$ cat src/hdl/dpr_pkg.sv
// Shared types and constants for the delimited packet receiver.
package dpr_pkg;

	localparam logic [7:0] PACKET_LEN = 8'd8;

	localparam logic [7:0] HDR_BYTE  = 8'hFF;
	localparam logic [7:0] TAIL_BYTE = 8'hFE;
	localparam logic [7:0] SPACE_CHAR = 8'h20;
	localparam logic [7:0] FILL_CHAR  = 8'h2A;
	localparam logic [7:0] COUNT_MAX  = 8'hFF;

	// window[31:24] is the oldest byte
	localparam logic [31:0] START_PAT = 32'h434D_4420;
	localparam logic [31:0] END_PAT   = 32'h2045_4E44;

	localparam logic [2:0] END_FULL = 3'd4;
	localparam logic [2:0] END_LAST = 3'd3;

	typedef enum logic [1:0] {
		PH_HUNT = 2'd0,
		PH_DATA = 2'd1,
		PH_TAIL = 2'd2
	} bin_phase_t;

	typedef enum logic {
		TS_HUNT = 1'b0,
		TS_RECV = 1'b1
	} text_state_t;

	typedef struct packed {
		logic       payload_valid;
		logic [7:0] payload_byte;
		logic [7:0] payload_index;
		logic       frame_start;
		logic       frame_done;
	} dpr_result_t;

endpackage

$ cat src/hdl/dpr_byte_if.sv
// Input channel carrying one received byte per word.
interface dpr_byte_if;
	logic       valid;
	logic       ready;
	logic [7:0] rx_byte;

	modport source (output valid, output rx_byte, input ready);
	modport sink (input valid, input rx_byte, output ready);
endinterface

$ cat src/hdl/dpr_result_if.sv
// Output channel carrying one deframer result per word.
interface dpr_result_if;
	logic       valid;
	logic       ready;
	logic       payload_valid;
	logic [7:0] payload_byte;
	logic [7:0] payload_index;
	logic       frame_start;
	logic       frame_done;

	modport source (output valid, output payload_valid, output payload_byte,
		output payload_index, output frame_start, output frame_done, input ready);
	modport sink (input valid, input payload_valid, input payload_byte,
		input payload_index, input frame_start, input frame_done, output ready);
endinterface

$ cat src/hdl/delimited_packet_receiver_unit.sv
// A byte accepted into the input register gives its result word from the result register.
// Throughput: one byte per cycle while result words are taken; the input register refills while the result
//   register drains, so both stages advance together when the output is taken.
// A result word that is not taken holds the input register once it is full.
// Reset: arst_n clears mode and both deframer states and sets the start window to spaces at once.
// Top level: input register, binary and text deframers, result register.
module delimited_packet_receiver_unit (
	input  logic         clk,
	input  logic         arst_n,
	input  logic         cfg_we,
	input  logic         cfg_wdata,
	dpr_byte_if.sink     rx,
	dpr_result_if.source result
);
	import dpr_pkg::*;

	logic        text_mode_q;
	logic        valid_s1;
	logic [7:0]  byte_s1;
	logic        res_valid_q;
	dpr_result_t res_q;
	dpr_result_t bin_res;
	dpr_result_t txt_res;
	logic        advance;
	logic        step;

	assign advance  = !res_valid_q || result.ready;
	assign rx.ready = !valid_s1 || advance;
	assign step     = valid_s1 && advance;

	always_ff @(posedge clk or negedge arst_n) begin
		if (!arst_n) begin
			text_mode_q <= 1'b0;
		end else if (cfg_we) begin
			text_mode_q <= cfg_wdata;
		end
	end

	always_ff @(posedge clk or negedge arst_n) begin
		if (!arst_n) begin
			valid_s1    <= 1'b0;
			res_valid_q <= 1'b0;
		end else begin
			if (rx.ready) begin
				valid_s1 <= rx.valid;
			end
			if (advance) begin
				res_valid_q <= valid_s1;
			end
		end
	end

	always_ff @(posedge clk) begin
		if (rx.valid && rx.ready) begin
			byte_s1 <= rx.rx_byte;
		end
		if (step) begin
			res_q <= text_mode_q ? txt_res : bin_res;
		end
	end

	dpr_binary_deframer u_bin (
		.clk     (clk),
		.arst_n  (arst_n),
		.step    (step && !text_mode_q),
		.rx_byte (byte_s1),
		.res     (bin_res)
	);

	dpr_text_deframer u_txt (
		.clk     (clk),
		.arst_n  (arst_n),
		.step    (step && text_mode_q),
		.rx_byte (byte_s1),
		.res     (txt_res)
	);

	assign result.valid         = res_valid_q;
	assign result.payload_valid = res_q.payload_valid;
	assign result.payload_byte  = res_q.payload_byte;
	assign result.payload_index = res_q.payload_index;
	assign result.frame_start   = res_q.frame_start;
	assign result.frame_done    = res_q.frame_done;

endmodule

$ cat src/hdl/dpr_binary_deframer.sv
// Binary header/payload/tail deframer state and result logic.
module dpr_binary_deframer (
	input  logic                clk,
	input  logic                arst_n,
	input  logic                step,
	input  logic [7:0]          rx_byte,
	output dpr_pkg::dpr_result_t res
);
	import dpr_pkg::*;

	bin_phase_t phase_q, phase_d;
	logic [7:0] count_q, count_d;
	logic [7:0] count_inc;

	assign count_inc = count_q + 8'd1;

	always_comb begin
		phase_d = phase_q;
		count_d = count_q;
		unique case (phase_q)
			PH_DATA: begin
				count_d = count_inc;
				if (count_inc >= PACKET_LEN) begin
					phase_d = PH_TAIL;
				end
			end
			PH_TAIL: begin
				if (rx_byte == TAIL_BYTE) begin
					phase_d = PH_HUNT;
				end
			end
			default: begin
				phase_d = PH_HUNT;
				if (rx_byte == HDR_BYTE) begin
					phase_d = PH_DATA;
					count_d = '0;
				end
			end
		endcase
	end

	always_comb begin
		res = '0;
		unique case (phase_q)
			PH_DATA: begin
				res.payload_valid = 1'b1;
				res.payload_byte  = rx_byte;
				res.payload_index = count_q;
			end
			PH_TAIL: begin
				res.frame_done = 1'b1;
			end
			default: begin
				res.frame_start = (rx_byte == HDR_BYTE);
			end
		endcase
	end

	always_ff @(posedge clk or negedge arst_n) begin
		if (!arst_n) begin
			phase_q <= PH_HUNT;
			count_q <= '0;
		end else if (step) begin
			phase_q <= phase_d;
			count_q <= count_d;
		end
	end

endmodule

$ cat src/hdl/dpr_text_deframer.sv
// Text CMD/END deframer: start window, end delay window and byte counter.
module dpr_text_deframer (
	input  logic                clk,
	input  logic                arst_n,
	input  logic                step,
	input  logic [7:0]          rx_byte,
	output dpr_pkg::dpr_result_t res
);
	import dpr_pkg::*;

	text_state_t ts_q, ts_d;
	logic [31:0] start_win_q, start_win_d;
	logic [31:0] end_win_q;
	logic [2:0]  end_fill_q, end_fill_d;
	logic [7:0]  count_q, count_d;
	logic [31:0] start_shift;
	logic [31:0] end_shift;
	logic        start_hit;
	logic        end_full;
	logic        end_hit;

	assign start_shift = {start_win_q[23:0], rx_byte};
	assign end_shift   = {end_win_q[23:0], rx_byte};
	assign start_hit   = (start_shift == START_PAT);
	assign end_full    = (end_fill_q == END_FULL);
	// window is complete after this byte once three are already held
	assign end_hit     = (end_full || end_fill_q == END_LAST) && (end_shift == END_PAT);

	always_comb begin
		ts_d        = ts_q;
		start_win_d = start_win_q;
		end_fill_d  = end_fill_q;
		count_d     = count_q;
		unique case (ts_q)
			TS_HUNT: begin
				start_win_d = start_shift;
				if (start_hit) begin
					ts_d       = TS_RECV;
					end_fill_d = '0;
					count_d    = '0;
				end
			end
			TS_RECV: begin
				if (!end_full) begin
					end_fill_d = end_fill_q + 3'd1;
				end else if (count_q != COUNT_MAX) begin
					count_d = count_q + 8'd1;
				end
				if (end_hit) begin
					ts_d        = TS_HUNT;
					start_win_d = {4{FILL_CHAR}};
				end
			end
			default: ts_d = TS_HUNT;
		endcase
	end

	always_comb begin
		res = '0;
		unique case (ts_q)
			TS_HUNT: begin
				res.frame_start = start_hit;
			end
			TS_RECV: begin
				if (end_full) begin
					res.payload_valid = 1'b1;
					res.payload_byte  = end_win_q[31:24];
					res.payload_index = count_q;
				end
				res.frame_done = end_hit;
			end
			default: res = '0;
		endcase
	end

	always_ff @(posedge clk or negedge arst_n) begin
		if (!arst_n) begin
			ts_q        <= TS_HUNT;
			start_win_q <= {4{SPACE_CHAR}};
			end_fill_q  <= '0;
			count_q     <= '0;
		end else if (step) begin
			ts_q        <= ts_d;
			start_win_q <= start_win_d;
			end_fill_q  <= end_fill_d;
			count_q     <= count_d;
		end
	end

	// contents are only read after three writes
	always_ff @(posedge clk) begin
		if (step && ts_q == TS_RECV) begin
			end_win_q <= end_shift;
		end
	end

endmodule

$ cat src/flat_wrapper.sv
// flat-port wrapper written by rule: the top's interface ports become plain ports
module delimited_packet_receiver_unit_flat import dpr_pkg::*;
  (clk, arst_n, cfg_we, cfg_wdata, rx_valid, rx_rx_byte, rx_ready, result_valid, result_payload_valid, result_payload_byte, result_payload_index, result_frame_start, result_frame_done, result_ready);
  dpr_byte_if rx_i ();
  dpr_result_if result_i ();
  input  logic clk;
  input  logic arst_n;
  input  logic cfg_we;
  input  logic cfg_wdata;
  input wire logic [$bits(rx_i.valid)-1:0] rx_valid;
  input wire logic [$bits(rx_i.rx_byte)-1:0] rx_rx_byte;
  output wire logic [$bits(rx_i.ready)-1:0] rx_ready;
  output wire logic [$bits(result_i.valid)-1:0] result_valid;
  output wire logic [$bits(result_i.payload_valid)-1:0] result_payload_valid;
  output wire logic [$bits(result_i.payload_byte)-1:0] result_payload_byte;
  output wire logic [$bits(result_i.payload_index)-1:0] result_payload_index;
  output wire logic [$bits(result_i.frame_start)-1:0] result_frame_start;
  output wire logic [$bits(result_i.frame_done)-1:0] result_frame_done;
  input wire logic [$bits(result_i.ready)-1:0] result_ready;
  assign rx_i.valid = rx_valid;
  assign rx_i.rx_byte = rx_rx_byte;
  assign rx_ready = rx_i.ready;
  assign result_valid = result_i.valid;
  assign result_payload_valid = result_i.payload_valid;
  assign result_payload_byte = result_i.payload_byte;
  assign result_payload_index = result_i.payload_index;
  assign result_frame_start = result_i.frame_start;
  assign result_frame_done = result_i.frame_done;
  assign result_i.ready = result_ready;
  delimited_packet_receiver_unit u_core (.clk(clk), .arst_n(arst_n), .cfg_we(cfg_we), .cfg_wdata(cfg_wdata), .rx(rx_i), .result(result_i));
endmodule
$ cat config.mk
export PLATFORM = sky130hd
export DESIGN_NAME = delimited_packet_receiver_unit_flat
export DESIGN_NICKNAME = d
export VERILOG_FILES = /design/src/hdl/dpr_pkg.sv /design/src/hdl/dpr_byte_if.sv /design/src/hdl/dpr_result_if.sv /design/src/hdl/delimited_packet_receiver_unit.sv /design/src/hdl/dpr_binary_deframer.sv /design/src/hdl/dpr_text_deframer.sv /design/src/flat_wrapper.sv
export SDC_FILE = /design/constraint.sdc
export NUM_CORES = 1
export LEC_CHECK = 0
export ABC_AREA = 1
export BUFFER_PORTS_ARGS = -buffer_cell sky130_fd_sc_hd__buf_2
export CELL_PAD_IN_SITES_DETAIL_PLACEMENT = 1
export CELL_PAD_IN_SITES_GLOBAL_PLACEMENT = 1
export CORE_MARGIN = 5
export CORE_UTILIZATION = 41
export CTS_CLUSTER_DIAMETER = 60
export DETAILED_ROUTE_END_ITERATION = 10
export PLACE_DENSITY = 0.73
export SYNTH_ARGS = -nofsm -noshare
export SYNTH_HDL_FRONTEND = slang
export SYNTH_HIERARCHICAL = 1
export SYNTH_SLANG_ARGS = --single-unit
$ cat constraint.sdc
create_clock -name clk -period 1.95 [get_ports clk]
set_clock_uncertainty 0.15 [all_clocks]
set_input_delay 0.195 -clock clk [delete_from_list [all_inputs] [get_ports clk]]
set_output_delay 0.195 -clock clk [all_outputs]
set_load 0.01 [all_outputs]
==> flow_metrics.py, run 1 <==
metrics = {
    "placement": {
        "dp_hpwl_um": 10200,
        "io_buffer_count": 34,
        "gp_congestion": 0.910,
        "dp_slack_ns": -0.0555,
    },
    "synthesis": {
        "synth_area_um2": 5310,
        "syn_inst": 637,
        "seq_area_frac_synth_pct": 56.6,
        "avgSynthCellArea_um2": 8.33,
        "ys.warnings.count": 6,
        "syn_nets": 657,
        "synth_seq_cells": 108,
        "yosysUniqueCellTypes": 35,
    },
    "pwr": {
        "seqPwrFrac_pct": 51.3,
        "power_switching_share_pct": 28.5,
        "internal-power_mw": 3.76,
        "total_power_mw": 5.26,
        "clock_power_share_pct": 34.6,
        "switchingPower_mw": 1.50,
        "powerDensity_nw_per_um2": 824,
        "vdd_drop_max_mv": 0.572,
        "leakage_nw": 3.07,
        "p_comb_share_pct": 14.1,
    },
    "timing": {
        "holdWs_ns": 0.166,
        "hold_viol": 0,
        "worst_slack_ns": 0.0746,
        "max_slew.worst_pin.slew_ns": 0.361,
        "setup_viol": 0,
        "drv_slew": 0,
        "period_needed_ns": 1.88,
        "period_share_pct": 96.2,
        "fmax_ghz": 0.533,
        "slew_headroom_pct": 75.9,
    },
    "min_path": {
        "hp-class": "in -> reg",
    },
    "floorplanning": {
        "fp.dieW_um": 124,
        "design.die.area_um2": 15300,
        "die_h_um": 124,
        "start_util_pct": 41.9,
        "ios": 35,
        "coreArea_um2": 12700,
        "rows": 41,
    },
    "global_route": {
        "grtUsageTotal_pct": 20.0,
        "grt_pass1_vias": 4670,
        "grt_max_degree": 50,
        "antenna_found_initial": 0,
        "grt_first_pass_wirelength_um": 23400,
        "grt_overflow": 0,
    },
    "detailed_routing": {
        "avgViaCountPerCell": 5.00,
        "drcViolationCount": 0,
        "num_vias": 4439,
        "routedWlPerCell_um": 16.2,
        "drtIter0Drc": 244,
        "dr.pass1.iters": 4,
        "routed_wl_um": 14400,
        "ant_nets": 0,
    },
    "layout": {
        "syn_to_final_growth_pct": 20.2,
        "drive_gt1_share_pct": 16.9,
        "diodes": 0,
        "fill_cells": 1537,
        "finalNetCount": 730,
    },
    "job": {
        "drv_cap": 0,
    },
    "cts": {
        "cts_tree": "built",
        "clock_latency_ns": 0.36,
        "cts_sinks": 108,
        "clockRootBuffer": "clkbuf_16",
        "clk_path_buf_depth": 2,
        "htreeDepth": 3,
        "clk_pin_slew_ns": 0.08,
        "cts_made_buffers": 9,
    },
    "critical_path": {
        "cp-end-kind": "register",
        "cp_num_buf_inv": 3,
        "critPathSlowestCell": "dfrtp_1",
        "critPathMaxFanout": 6,
        "cp.required_ns": 2.10,
        "cp_top_family": "simple AND/OR/NAND/NOR gates",
        "crit_arrival_ns": 2.03,
        "cp-start-kind": "register",
        "path_cells": "inv_2 -> ha_2 -> nand2_2 -> inv_4 -> a21oi_4 -> nor2_4 -> nand3_4 -> nand2_8 -> buf_4 -> nand3_1 -> nand2_1",
        "crit_type": "reg -> reg",
        "max_stage_delay_ns": 0.42,
    },
    "outcome": {
        "outcome": "finished clean",
    },
}
-- final timing paths --
check / startpoint / to / slack (ns) / cells after the start
max: u_core/u_txt/end_fill_q[0]$_DFFE_PN0P_ / u_core/u_txt/start_win_q[5]$_DFFE_PN1P_ / 0.07 / 11
max in group asynchronous: arst_n / u_core/u_txt/start_win_q[21]$_DFFE_PN1P_ / 1.12 / 3
min reg2reg: u_core/u_txt/end_win_q[9]$_DFFE_PP_ / u_core/u_txt/end_win_q[17]$_DFFE_PP_ / 0.30 / 0
min in group asynchronous: arst_n / u_core/text_mode_q$_DFFE_PN0P_ / 0.23 / 3
min: result_ready / u_core/result.valid$_DFFE_PN0P_ / 0.17 / 5
max reg2reg: u_core/u_txt/end_fill_q[0]$_DFFE_PN0P_ / u_core/u_txt/start_win_q[5]$_DFFE_PN1P_ / 0.07 / 11
-- repair_timing --
item                                    CTS  global route
setup buffers                             2             5
pin swaps                                 1             2
endpoints found under the setup margin   28            44
hold buffers                             14             0
cloned                                    0             1
gates resized for setup                   3            18
hold endpoints to repair                 60             0
-- state kept, by name (all words and copies together), names as in the netlist, 2 cells and up --
signal and count:
u_core/byte_s1 8, u_core/result.payload_byte 8, u_core/result.payload_index 8, u_core/u_bin/count_q 8, u_core/u_bin/phase_q 2, u_core/u_txt/count_q 8, u_core/u_txt/end_fill_q 3, u_core/u_txt/end_win_q 32
u_core/u_txt/start_win_q 24
-- worst min-delay path, cell delays in order --
cell     delay, ns
buf_2         0.08
inv_1         0.04
nand2_1       0.10
nand2_2       0.14
nand2_1       0.09
-- synthesized netlist by cell type --
master | number | area share (%)
a22oi_1 | 1 | 0.14
xnor2_1 | 1 | 0.17
dfstp_2 | 3 | 1.5
buf_6 | 4 | 0.85
buf_4 | 3 | 0.42
a21oi_2 | 1 | 0.17
buf_2 | 3 | 0.28
clkinv_2 | 1 | 0.094
o21ai_0 | 6 | 0.57
nand2_2 | 7 | 0.83
nand3b_1 | 2 | 0.28
nor3_1 | 7 | 0.66
edfxtp_1 | 59 | 33
o22ai_1 | 2 | 0.24
o21bai_1 | 2 | 0.28
nand2_4 | 2 | 0.42
nand3_1 | 26 | 2.5
nor2_4 | 2 | 0.42
nor3b_1 | 1 | 0.14
ha_1 | 6 | 1.4
buf_1 | 2 | 0.14
nand3_2 | 2 | 0.38
nor4_1 | 1 | 0.12
nor2_1 | 59 | 4.2
clkinv_1 | 1 | 0.071
nand2_1 | 268 | 19
inv_2 | 6 | 0.42
clkbuf_1 | 6 | 0.42
dfrtp_1 | 46 | 22
a21oi_1 | 5 | 0.47
and3_1 | 1 | 0.12
nor2_2 | 2 | 0.24
and2_0 | 1 | 0.12
nand4_1 | 22 | 2.6
inv_1 | 76 | 5.4
-- metrics by stage --
step                      util (%)  area, um^2  setup TNS, ns  cells
after floorplan                  -        5310              0    637
after global placement        45.7        5790              0    849
after detailed placement      45.7        5790         -0.169    849
after CTS                     49.3        6250              0    881
after global routing          50.4        6380        -0.0950    887
final                         50.4        6380              0    887
-- cells in the final DEF, fill, tap and decap left out, drive strengths merged, types with 2 or more instances in the layout --
cell type / Yosys / routed
clkbuf: 6 / 9
a21oi: 6 / 6
nand3: 28 / 28
o22ai: 2 / 2
inv: 82 / 85
nor3: 7 / 7
ha: 6 / 6
edfxtp: 59 / 59
dfrtp: 46 / 46
nand2: 277 / 278
nand4: 22 / 22
o21ai: 6 / 6
nor2: 63 / 63
clkinvlp: 0 / 2
buf: 12 / 65
nand3b: 2 / 2
o21bai: 2 / 2
dlygate4sd3: 0 / 14
clkinv: 2 / 4
dfstp: 3 / 3
-- kinds of logic (layout without fill, tap and decap cells) --
group,after synthesis,count (layout),share of synthesized area (%)
and+or+nand+nor,403,404,31.9
DFF,108,108,56.6
buffers and inverters,102,179,8.09
AOI/OAI and AO/OA,17,17,1.86
adders and majority gates,6,6,1.41
xor gates and xnor gates,1,1,0.165
-- layout make-up --
type	instances	area, um^2	share of cell area (%)
multi-input cells	428	1960	30.8
inverters	84	322	5.04
clock buffers	9	225	3.53
well taps	172	215	3.37
clock inverters	7	70.1	1.10
repair buffers	79	581	9.10
flip-flops and latches	108	3000	47.1
-- per-layer routing --
layer / up-vias / global-route usage, % / share of wire [%]
li1: 2146 / - / -
met1: 2178 / 23.9 / 41
met2: 91 / 35.6 / 52
met3: 24 / 4.45 / 5.0
met4: 0 / 6.44 / 1.9
met5: - / 0 / 0
-- power by group through the flow --
stage / Clock, mW / Combinational, mW / Sequential, mW
3_3_place_gp: 0 / 0.613 / 2.72
4_1_cts: 1.88 / 0.684 / 2.69
3_5_place_dp: 0 / 0.652 / 2.74
5_1_grt: 1.96 / 0.827 / 2.71
2_1_floorplan: 0 / 0.380 / 2.74
6_report: 1.82 / 0.742 / 2.69
Note: power is estimated with default switching activity, not from simulation.
==> inputs of run 2 (changes only) <==
Settings changed: ABC_AREA 1 to not set, CORE_UTILIZATION 41 to 45, PLACE_DENSITY 0.73 to 0.74.
==> run 2 against run 1 <==
Against the previous run:
- the flow now finishes with violations (setup timing)
- sequential share of layout area is 1.6 points lower
- final cell count is 26% lower
- register-to-register slack worse by 0.32 ns
- synthesized cell count is 40% lower
- critical path depth is 6 lower
- global-route usage is 1.0 points higher
==> flow_metrics.py, run 2 <==
metrics = {
    "outcome": {
        "outcome": "complete, but fails checks",
        "violations": "setup timing",
    },
    "floorplanning": {
        "start_util_pct": 45.6,
        "design.die.area_um2": 13100,
        "coreArea_um2": 10800,
        "ios": 35,
        "rows": 38,
        "fp.dieW_um": 115,
        "die_h_um": 115,
    },
    "layout": {
        "syn_to_final_growth_pct": 34.2,
        "fin_area_um2": 6600,
        "final_common_cell": "buf_4",
        "largest_reg_flops": 32,
        "reg_top3": "u_core/u_txt/end_win_q (32), u_core/u_txt/start_win_q (24)",
        "top_register": "u_core/u_txt/end_win_q",
        "post-route-util_pct": 61.2,
        "final_cell_mix": "74 x buf_4, 59 x edfxtp_1, 44 x dfrtp_1",
        "drive_gt1_share_pct": 43.7,
        "multiInputGateArea_um2": 2160,
        "diodes": 0,
        "fill_cells": 1079,
        "instances_no_fill": 655,
        "finalNetCount": 530,
        "ff_latch_area_um2": 3000,
    },
    "critical_path": {
        "cp-start-kind": "register",
        "critPathMaxFanout": 3,
        "path_cells": "or4b_1 -> nor4_2 -> nand3_1 -> or4_4 -> o221a_1",
        "cp-end-kind": "register",
        "cp_top_family": "simple AND/OR/NAND/NOR gates",
        "max_stage_delay_ns": 0.52,
        "crit_type": "reg -> reg",
        "cp.required_ns": 2.08,
        "critPathSlowestCell": "or4b_1",
        "cp_num_buf_inv": 0,
        "crit_arrival_ns": 2.33,
    },
    "cts": {
        "clock_latency_ns": 0.39,
        "cts_made_buffers": 9,
        "htreeDepth": 3,
        "clk_pin_slew_ns": 0.10,
        "cts_sinks": 108,
        "clockRootBuffer": "clkbuf_8",
        "clk_path_buf_depth": 2,
        "cts_tree": "built",
    },
    "global_route": {
        "grtUsageTotal_pct": 21.0,
        "grt_first_pass_wirelength_um": 21200,
        "grt_max_degree": 30,
        "grt_overflow": 0,
        "grt_pass1_vias": 3971,
        "antenna_found_initial": 0,
    },
    "pwr": {
        "power_switching_share_pct": 30.3,
        "p_comb_share_pct": 26.9,
        "vdd_drop_max_mv": 0.604,
        "leakage_nw": 2.69,
        "clock_power_share_pct": 23.8,
        "internal-power_mw": 3.94,
        "seqPwrFrac_pct": 49.4,
        "switchingPower_mw": 1.71,
        "powerDensity_nw_per_um2": 855,
    },
    "placement": {
        "placed_cell_area_um2": 5800,
        "dp_slack_ns": -0.135,
        "io_buffer_count": 34,
        "dp_cells": 609,
        "dp_hpwl_um": 9170,
        "gp_congestion": 0.834,
    },
    "detailed_routing": {
        "routed_wl_um": 14200,
        "routedWlPerCell_um": 21.6,
        "drcViolationCount": 0,
        "avgViaCountPerCell": 5.69,
        "dr.pass1.iters": 4,
        "ant_nets": 0,
        "num_vias": 3724,
        "drtIter0Drc": 173,
    },
    "timing": {
        "fmax_ghz": 0.455,
        "setup_viol": 37,
        "hold_viol": 0,
        "max_slew.worst_pin.slew_ns": 0.574,
        "drv_slew": 0,
        "rsz0062_at_grt": "true",
        "slew_headroom_pct": 61.7,
        "period_share_pct": 113,
        "period_needed_ns": 2.20,
        "fin_tns_setup_ns": -4.32,
        "worst_slack_ns": -0.247,
    },
    "min_path": {
        "hp-class": "in -> reg",
    },
    "synthesis": {
        "synthTopCellsByArea": "edfxtp_1 36%, dfrtp_1 23%, and2_1 4.8%",
        "synth_seq_cells": 108,
        "ys.warnings.count": 6,
        "avgSynthCellArea_um2": 12.9,
        "yosysMostFrequentCell": "edfxtp_1",
        "synth_edf_count": 59,
        "synth_area_um2": 4920,
        "async_flop_share_pct": 45.4,
        "seq_area_frac_synth_pct": 61.0,
        "synth_common_cells": "59 x edfxtp_1, 46 x dfrtp_1, 38 x and2_1",
        "netlist.area_leader.share_pct": 36.0,
        "yosysTopAreaCell": "edfxtp_1",
        "syn_inst": 381,
        "syn_nets": 401,
        "yosysUniqueCellTypes": 56,
        "synthFlopType": "edfxtp_1",
    },
    "job": {
        "drv_cap": 0,
    },
}
run 2: path summary, 6_finish.rpt:
check | start | end | slack [ns] | cells past startpoint
setup / recovery | u_core/u_txt/start_win_q[7]$_DFFE_PN0P_ | u_core/u_txt/end_fill_q[2]$_DFFE_PN0P_ | -0.25 | 5
hold / removal | result_ready | u_core/result.valid$_DFFE_PN0P_ | 0.06 | 4
setup reg to reg | u_core/u_txt/start_win_q[7]$_DFFE_PN0P_ | u_core/u_txt/end_fill_q[2]$_DFFE_PN0P_ | -0.25 | 5
hold reg to reg | u_core/u_txt/end_win_q[1]$_DFFE_PP_ | u_core/u_txt/end_win_q[9]$_DFFE_PP_ | 0.31 | 0
max in group asynchronous | arst_n | u_core/u_txt/start_win_q[21]$_DFFE_PN1P_ | 0.84 | 3
min in group asynchronous | arst_n | u_core/valid_s1$_DFFE_PN0P_ | 0.17 | 2
run 2: timing repair:
action,4_1_cts,5_1_grt
endpoints found under the hold margin,30,0
buffers inserted,7,11
cloned,0,1
setup endpoints to repair,59,90
hold buffers,12,0
pin swaps,9,29
resized for setup,20,58
run 2: power groups by stage:
stage	sequential, mW	combinational, mW	clock (mW)
floorplan	2.81	0.651	0
global placement	2.79	1.10	0
detailed placement	2.80	1.17	0
CTS	2.75	1.25	1.36
global route	2.81	1.62	1.45
finish	2.79	1.52	1.34
run 2: kinds of logic (layout without fill, tap and decap cells):
logic type / Yosys count / count (layout) / synth area share (%)
buffers and inverters: 27 / 160 / 2.49
AND/OR/NAND/NOR: 140 / 141 / 17.4
AO/OA/AOI/OAI: 74 / 74 / 11.7
flip-flops: 108 / 108 / 61.0
multiplexers: 26 / 26 / 5.85
adder cells (fa/ha/maj): 6 / 6 / 1.53
run 2: metal layers:
metal  routed length [um]  vias to the layer above  track usage [%]
met4                  243                        0             7.05
met5                    0                        -                0
met2                 7450                       66             36.0
met1                 5910                     1924             26.7
li1                     -                     1718                -
met3                  549                       16             3.75
run 2: layout make-up:
cell class / instances / area share, %
Tap cell: 140 / 2.65
Timing Repair Buffer: 135 / 15.8
Clock buffer: 12 / 2.31
Inverter: 9 / 0.568
Multi-Input combinational cell: 247 / 32.7
Sequential cell: 108 / 45.5
Clock inverter: 4 / 0.474
run 2: tightest hold or removal path: cells and delay by family:
| family | cells | cell delay, ns |
|---|---|---|
| buffers and inverters | 2 | 0.20 |
| and+or+nand+nor | 2 | 0.16 |
run 2: per-stage QoR:
step / hold slack (ns) / total power [mW]
global placement: 0.0745 / 3.89
global route: 0.0838 / 5.89
CTS: 0.0632 / 5.37
detailed placement: 0.0779 / 3.97
finish: 0.0628 / 5.64
floorplan: -0.251 / 3.46
